==> src/design/ged_pkg.sv <==
// Shared types and constants for the grid energy diffusion block.
// Used by ged_mem, ged_stencil and grid_energy_diffusion_step.
package ged_pkg;

    localparam int GRID_SIDE_DEF = 64;
    localparam int ENERGY_W      = 32;
    localparam int COORD_W       = 6;

    // floor(e / 5) == (e * RECIP5) >> RECIP5_SHIFT for every 32-bit e
    localparam logic [ENERGY_W-1:0] RECIP5       = 32'hCCCC_CCCD;
    localparam int                  RECIP5_SHIFT = 34;
    localparam int                  SHARE_W      = 2 * ENERGY_W - RECIP5_SHIFT;

    // input word layout, lowest bit up
    localparam int IN_ROW_LO    = 0;
    localparam int IN_COL_LO    = IN_ROW_LO + COORD_W;
    localparam int IN_ENERGY_LO = IN_COL_LO + COORD_W;
    localparam int IN_SOLID_BIT = IN_ENERGY_LO + ENERGY_W;
    localparam int IN_DATA_W    = 48;

    // result word layout, lowest bit up
    localparam int OUT_SOLID_BIT = ENERGY_W;
    localparam int OUT_TOTAL_LO  = OUT_SOLID_BIT + 1;
    localparam int OUT_LOST_LO   = OUT_TOTAL_LO + ENERGY_W;
    localparam int OUT_USED_W    = OUT_LOST_LO + ENERGY_W;
    localparam int OUT_DATA_W    = 104;

    typedef enum logic [1:0] {
        FUNC_WRITE = 2'd0,
        FUNC_READ  = 2'd1,
        FUNC_STEP  = 2'd2
    } func_t;

endpackage

==> src/design/ged_stencil.sv <==
// Diffusion pass sequencer: gathers each cell's new energy from its own word,
// its four neighbors and the edge cells folded onto it. Uses ged_pkg.
module ged_stencil
    import ged_pkg::*;
#(
    parameter int GRID_SIDE = GRID_SIDE_DEF,
    localparam int CELLS = GRID_SIDE * GRID_SIDE,
    localparam int IW = $clog2(CELLS),
    localparam int CW = $clog2(GRID_SIDE)
) (
    input  logic                aclk,
    input  logic                aresetn,
    input  logic                start,
    input  logic [ENERGY_W-1:0] rd_energy,
    input  logic                rd_solid,
    output logic                rd_en,
    output logic [IW-1:0]       rd_idx,
    output logic                wr_en,
    output logic [IW-1:0]       wr_idx,
    output logic [ENERGY_W-1:0] wr_energy,
    output logic                done,
    output logic [ENERGY_W-1:0] total
);

    localparam logic [CW-1:0] CTR  = CW'(GRID_SIDE / 2);
    localparam logic [CW-1:0] LAST = CW'(GRID_SIDE - 1);

    typedef enum logic [1:0] {K_SELF, K_NBR, K_EXTRA} kind_t;

    typedef struct packed {
        kind_t         kind;
        logic          folded;
        logic          last;
        logic          fin;
        logic [IW-1:0] idx;
    } tag_t;

    // slots: 0 self, 1 up, 2 down, 3 left, 4 right,
    // 5/6 top and bottom edge (center row), 7/8 left and right edge (center col)
    logic          busy_reg, busy_next;
    logic [CW-1:0] r_reg, r_next, c_reg, c_next;
    logic [3:0]    k_reg, k_next;

    logic [CW-1:0] tr, tc;
    kind_t         kind;
    logic          folded;
    logic          cell_last;
    tag_t          iss_tag;

    logic                  p1_vld_reg;
    tag_t                  p1_tag_reg;
    logic                  p2_vld_reg;
    tag_t                  p2_tag_reg;
    logic [ENERGY_W-1:0]   p2_e_reg;
    logic [2*ENERGY_W-1:0] p2_prod_reg;
    logic                  p2_solid_reg;

    logic [ENERGY_W-1:0] share, keep, add_a, add_b, acc_cur;
    logic [ENERGY_W-1:0] acc_reg;
    logic [ENERGY_W-1:0] self_share_reg;
    logic                self_solid_reg;
    logic                wr_en_reg;
    logic [IW-1:0]       wr_idx_reg;
    logic [ENERGY_W-1:0] wr_energy_reg;
    logic                done_reg;
    logic [ENERGY_W-1:0] total_reg;

    always_comb begin
        tr        = r_reg;
        tc        = c_reg;
        kind      = K_NBR;
        folded    = 1'b0;
        cell_last = 1'b0;
        k_next    = k_reg + 4'd1;
        case (k_reg)
            4'd0: begin
                kind = K_SELF;
            end
            4'd1: begin
                folded = (r_reg == '0);
                tr     = folded ? CTR : r_reg - CW'(1);
            end
            4'd2: begin
                folded = (r_reg == LAST);
                tr     = folded ? CTR : r_reg + CW'(1);
            end
            4'd3: begin
                folded = (c_reg == '0);
                tc     = folded ? CTR : c_reg - CW'(1);
            end
            4'd4: begin
                folded = (c_reg == LAST);
                tc     = folded ? CTR : c_reg + CW'(1);
                if (r_reg == CTR) begin
                    k_next = 4'd5;
                end else if (c_reg == CTR) begin
                    k_next = 4'd7;
                end else begin
                    cell_last = 1'b1;
                end
            end
            4'd5: begin
                kind = K_EXTRA;
                tr   = '0;
            end
            4'd6: begin
                kind = K_EXTRA;
                tr   = LAST;
                if (c_reg == CTR) begin
                    k_next = 4'd7;
                end else begin
                    cell_last = 1'b1;
                end
            end
            4'd7: begin
                kind = K_EXTRA;
                tc   = '0;
            end
            4'd8: begin
                kind      = K_EXTRA;
                tc        = LAST;
                cell_last = 1'b1;
            end
            default: begin
                cell_last = 1'b1;
            end
        endcase
        if (cell_last) begin
            k_next = '0;
        end
    end

    assign rd_idx = IW'(tr) * IW'(GRID_SIDE) + IW'(tc);
    assign rd_en  = busy_reg;

    always_comb begin
        iss_tag.kind   = kind;
        iss_tag.folded = folded;
        iss_tag.last   = cell_last;
        iss_tag.fin    = cell_last && (r_reg == LAST) && (c_reg == LAST);
        iss_tag.idx    = IW'(r_reg) * IW'(GRID_SIDE) + IW'(c_reg);
    end

    always_comb begin
        busy_next = busy_reg;
        r_next    = r_reg;
        c_next    = c_reg;
        if (start && !busy_reg) begin
            busy_next = 1'b1;
            r_next    = '0;
            c_next    = '0;
        end else if (busy_reg && cell_last) begin
            if (iss_tag.fin) begin
                busy_next = 1'b0;
            end else if (c_reg == LAST) begin
                c_next = '0;
                r_next = r_reg + CW'(1);
            end else begin
                c_next = c_reg + CW'(1);
            end
        end
    end

    always_ff @(posedge aclk) begin
        if (!aresetn) begin
            busy_reg   <= 1'b0;
            r_reg      <= '0;
            c_reg      <= '0;
            k_reg      <= '0;
            p1_vld_reg <= 1'b0;
            p2_vld_reg <= 1'b0;
        end else begin
            busy_reg   <= busy_next;
            r_reg      <= r_next;
            c_reg      <= c_next;
            k_reg      <= busy_reg ? k_next : '0;
            p1_vld_reg <= busy_reg;
            p2_vld_reg <= p1_vld_reg;
        end
    end

    always_ff @(posedge aclk) begin
        p1_tag_reg   <= iss_tag;
        p2_tag_reg   <= p1_tag_reg;
        p2_e_reg     <= rd_energy;
        p2_solid_reg <= rd_solid;
        p2_prod_reg  <= rd_energy * RECIP5;
    end

    assign share = ENERGY_W'(p2_prod_reg[2*ENERGY_W-1:RECIP5_SHIFT]);
    assign keep  = p2_e_reg - {share[ENERGY_W-3:0], 2'b00};

    always_comb begin
        // bounce: the share sent toward a solid target stays home
        add_a = (p2_tag_reg.kind == K_NBR && p2_solid_reg) ? self_share_reg : '0;
        add_b = '0;
        if (!self_solid_reg && ((p2_tag_reg.kind == K_NBR && !p2_tag_reg.folded)
                                || p2_tag_reg.kind == K_EXTRA)) begin
            add_b = share;
        end
        acc_cur = (p2_tag_reg.kind == K_SELF) ? keep : acc_reg + add_a + add_b;
    end

    always_ff @(posedge aclk) begin
        if (!aresetn) begin
            wr_en_reg <= 1'b0;
            done_reg  <= 1'b0;
            total_reg <= '0;
        end else begin
            wr_en_reg <= p2_vld_reg && p2_tag_reg.last;
            done_reg  <= p2_vld_reg && p2_tag_reg.last && p2_tag_reg.fin;
            if (start && !busy_reg) begin
                total_reg <= '0;
            end else if (p2_vld_reg && p2_tag_reg.last) begin
                total_reg <= total_reg + acc_cur;
            end
        end
    end

    always_ff @(posedge aclk) begin
        if (p2_vld_reg) begin
            acc_reg <= acc_cur;
            if (p2_tag_reg.kind == K_SELF) begin
                self_share_reg <= share;
                self_solid_reg <= p2_solid_reg;
            end
        end
        wr_idx_reg    <= p2_tag_reg.idx;
        wr_energy_reg <= acc_cur;
    end

    assign wr_en     = wr_en_reg;
    assign wr_idx    = wr_idx_reg;
    assign wr_energy = wr_energy_reg;
    assign done      = done_reg;
    assign total     = total_reg;

endmodule

==> config.mk <==
export PLATFORM = sky130hd
export DESIGN_NAME = ged_stencil
export DESIGN_NICKNAME = d
export VERILOG_FILES = /design/src/design/ged_pkg.sv /design/src/design/ged_stencil.sv
export SDC_FILE = /design/constraint.sdc
export NUM_CORES = 2
export LEC_CHECK = 0
export BUFFER_PORTS_ARGS = -buffer_cell sky130_fd_sc_hd__buf_2
export CAP_MARGIN = 5
export CORE_MARGIN = 3
export CORE_UTILIZATION = 55
export CTS_BUF_LIST = sky130_fd_sc_hd__clkbuf_16
export DETAILED_ROUTE_END_ITERATION = 8
export GPL_TIMING_DRIVEN = 1
export PLACE_DENSITY = 0.73
export SLEW_MARGIN = 10
export SYNTH_ARGS = -nofsm -noshare
export SYNTH_HDL_FRONTEND = slang
export SYNTH_SLANG_ARGS = --single-unit
==> constraint.sdc <==
create_clock -name aclk -period 15 [get_ports aclk]
set_input_delay 2.25 -clock aclk [delete_from_list [all_inputs] [get_ports aclk]]
set_output_delay 2.25 -clock aclk [all_outputs]
set_load 0.05 [all_outputs]
==> impl_results.md <==
- Worst hold stages: 0
- CTS buffer count: 30
- Worst reg-to-reg path cell count: 29
- Syn nets: 3964
- CTS hold repair buffers: 0
- Worst Hold Launch: p2_tag_reg[1]
- Main synth FF type: dfxtp_1
- Post-route minimum period: between 9 and 10 ns
- Core Rows: 84
- Insertion delay to the later sink of the worst-skew pair: 0.58 ns
- Die W: 239 µm
- CP startpoint kind: primary input
- Share of post-route cells with drive strength above 1: 0.0678
- RSZ-0062 raised after global routing: no
- Synth unique cells: 80
- Fmax: 0.111 GHz
- Worst-path clk slew: 0.06 ns
- Crit path top cell by count: fa_1
- Post_cts resized: 0
- Final setup violation count: 0
- Synthesized flop and latch total: 257
- IO Pins: 127
- Synthesized instance count: 3062
- Worst Setup SP: rd_energy[16]
- Fin crit share: 0.602
- Die height: 239 µm
- Reg2reg start: p2_tag_reg[15]
- Critical path type: primary input to flip-flop
- Via count: 21850
- Pre-antenna DRT Iters: 7
- Critical path depth: 24
- Type of the worst min-delay path: flip-flop to flip-flop
- Largest net degree at the start of global routing: a little over 40
- First-pass GRT wire length: between 100000 and 150000 µm
- Tightest Pin Transition: about 0.83 ns
- Routed wire length: 84000 µm
- Vias per cell: 5.62
- Gpl congestion: roughly 1.0
- CP bufs+invs: 5
- Root buffer cell: clkbuf_16
- Nets: 4079
- CTS max path bufs: 3
- Critical-path top delay cell: a211oi_1
- Vias in the first global route: 22668
- CORE AREA: between 0.05 and 0.06 mm²
- Async SR Flop Fraction: 0
- Initial antenna violation count: 1
- EDFF count, synth: 63
- Synthesis Warnings: 0
- Total Routing Usage GR: 0.298
- Grt total ovfl: 0
- Full die area: 0.0570 mm²
- Share of the synthesized area in the top cell type: 0.282
- Final HPWL DP: around 72000 µm
- Status: finished clean
- I/O Buffers: 126
- CTS tree: done
- Crit-path cells: buf_2 -> ha_1 -> ha_1 -> fa_1 -> inv_1 -> fa_1 -> inv_1 -> fa_1 -> inv_1 -> fa_1 -> inv_1 -> fa_1 -> fa_1 -> ha_1 -> a21oi_1 -> o21ai_0 -> a2111oi_0 -> a211oi_1 -> and2_1 -> nor3_4 -> o31a_4 -> o31ai_1 -> a21oi_1 -> xnor2_1
- DRC: 0
- Max stage delay on crit path: 0.59 ns
- Max Cap Viol: 0
- Synth Cell Area: around 0.030 mm²
- Initial DRC count: approximately 1700
- Synth area leader: fa_1
- Synthesis-to-finish area growth: 8.01%
- Crit end category: flip-flop
- CP required: 15.45 ns
- Routed Antenna Nets: 0
- CP top delay family: adder cells
- Slew headroom: 0.444
- Setup TNS: 0 ns
- Setup Buffers After CTS: 0
- Maximum fanout along the worst path: 6
- DR WL/cell: 21.6 µm
- Initial Utilization: 0.561
- Worst clock skew: 0.0158 ns
- Final Max Tran Viols: 0
- Clock H-tree levels: 1
- Hold Violations, Final: 0
- Reg2reg setup slack: 8.14 ns
- CP arrival: about 9.5 ns
- Synth top area cells: fa_1, ha_1, dfxtp_1
- Syn_area_per_cell: 9.73 µm²
- Clock Sinks: between 200 and 300
- Sequential fraction of the synthesis area: 0.194
==> per-stage QoR <==
| step | utilization | hold slack (ns) | std cells | setup WS, ns | area, µm² |
|---|---|---|---|---|---|
| after floorplan | - | 0.310 | 3062 | 6.59 | 29800 |
| after global placement | 0.587 | 0.310 | 3833 | 5.64 | 31200 |
| after detailed placement | 0.587 | 0.312 | 3833 | 5.49 | 31200 |
| after CTS | 0.606 | 0.326 | 3889 | 6.06 | 32200 |
| after global routing | 0.606 | 0.333 | 3889 | 5.88 | 32200 |
| final | 0.606 | 0.325 | 3890 | 5.97 | 32200 |
==> area by class of cell <==
type | count | area, µm²
tap | 688 | 861
sequential | 257 | 5780
clock inverter | 25 | 245
fill | 4513 | 20900
inverter | 666 | 2500
clock buffer | 31 | 776
multi-input combinational | 2088 | 21300
antenna | 1 | 2.50
timing repair buffer | 134 | 691
==> synth_stat cells (4+ instances only) <==
master / n
or3_1: 11
o21bai_1: 26
ha_1: 447
o31ai_1: 8
a21oi_1: 200
a31oi_1: 17
o21ai_1: 5
dfxtp_1: 194
nand3_1: 39
a21boi_0: 4
o211ai_1: 10
nor2_1: 108
and4_1: 5
edfxtp_1: 63
inv_1: 666
xor2_1: 80
nor3_1: 26
nand4_1: 23
xnor2_1: 87
clkbuf_1: 46
a211oi_1: 9
o21a_1: 9
nor4_1: 6
o21ai_0: 92
mux2i_1: 6
nand2b_1: 21
and2_1: 22
and3_1: 18
a21o_1: 78
or2_2: 5
nor2b_1: 12
nand2_1: 221
fa_1: 419
==> cells in the final DEF, fill, tap and decap left out, types with 11 or more instances in the layout <==
master,synthesis,layout
inv_1,666,671
ha_1,447,447
fa_1,419,419
nand2_1,221,221
a21oi_1,200,200
dfxtp_1,194,194
buf_2,3,126
nor2_1,108,106
o21ai_0,92,92
xnor2_1,87,87
xor2_1,80,80
a21o_1,78,78
edfxtp_1,63,63
nand3_1,39,39
clkbuf_16,0,31
o21bai_1,26,26
nor3_1,26,26
nand4_1,23,23
and2_1,22,21
nand2b_1,21,21
and3_1,18,18
a31oi_1,17,17
nor2b_1,12,12
or3_1,11,11
==> cells by family after synthesis <==
family,synth area share
simple gates,0.0825
buf+inv,0.0905
compound gates,0.112
flops,0.194
xor+xnor,0.0491
fa+ha+maj,0.469
mux,0.00239
==> final timing paths <==
kind / endpoint
setup reg to reg: total[28]
hold reg to reg: wr_idx[1]
hold / removal: wr_idx[1]
setup / recovery: p2_prod_reg[49]
==> routing by layer <==
layer,vias to the layer above,wire (µm),track usage
li1,10138,-,-
met1,10698,36000,0.414
met2,884,39500,0.498
met3,130,6200,0.0400
met4,0,2340,0.0746
met5,-,0,0
Power is left out: the tool's default activity adds up to more than one toggle a clock period on the data nets, which glitch-free logic cannot reach.
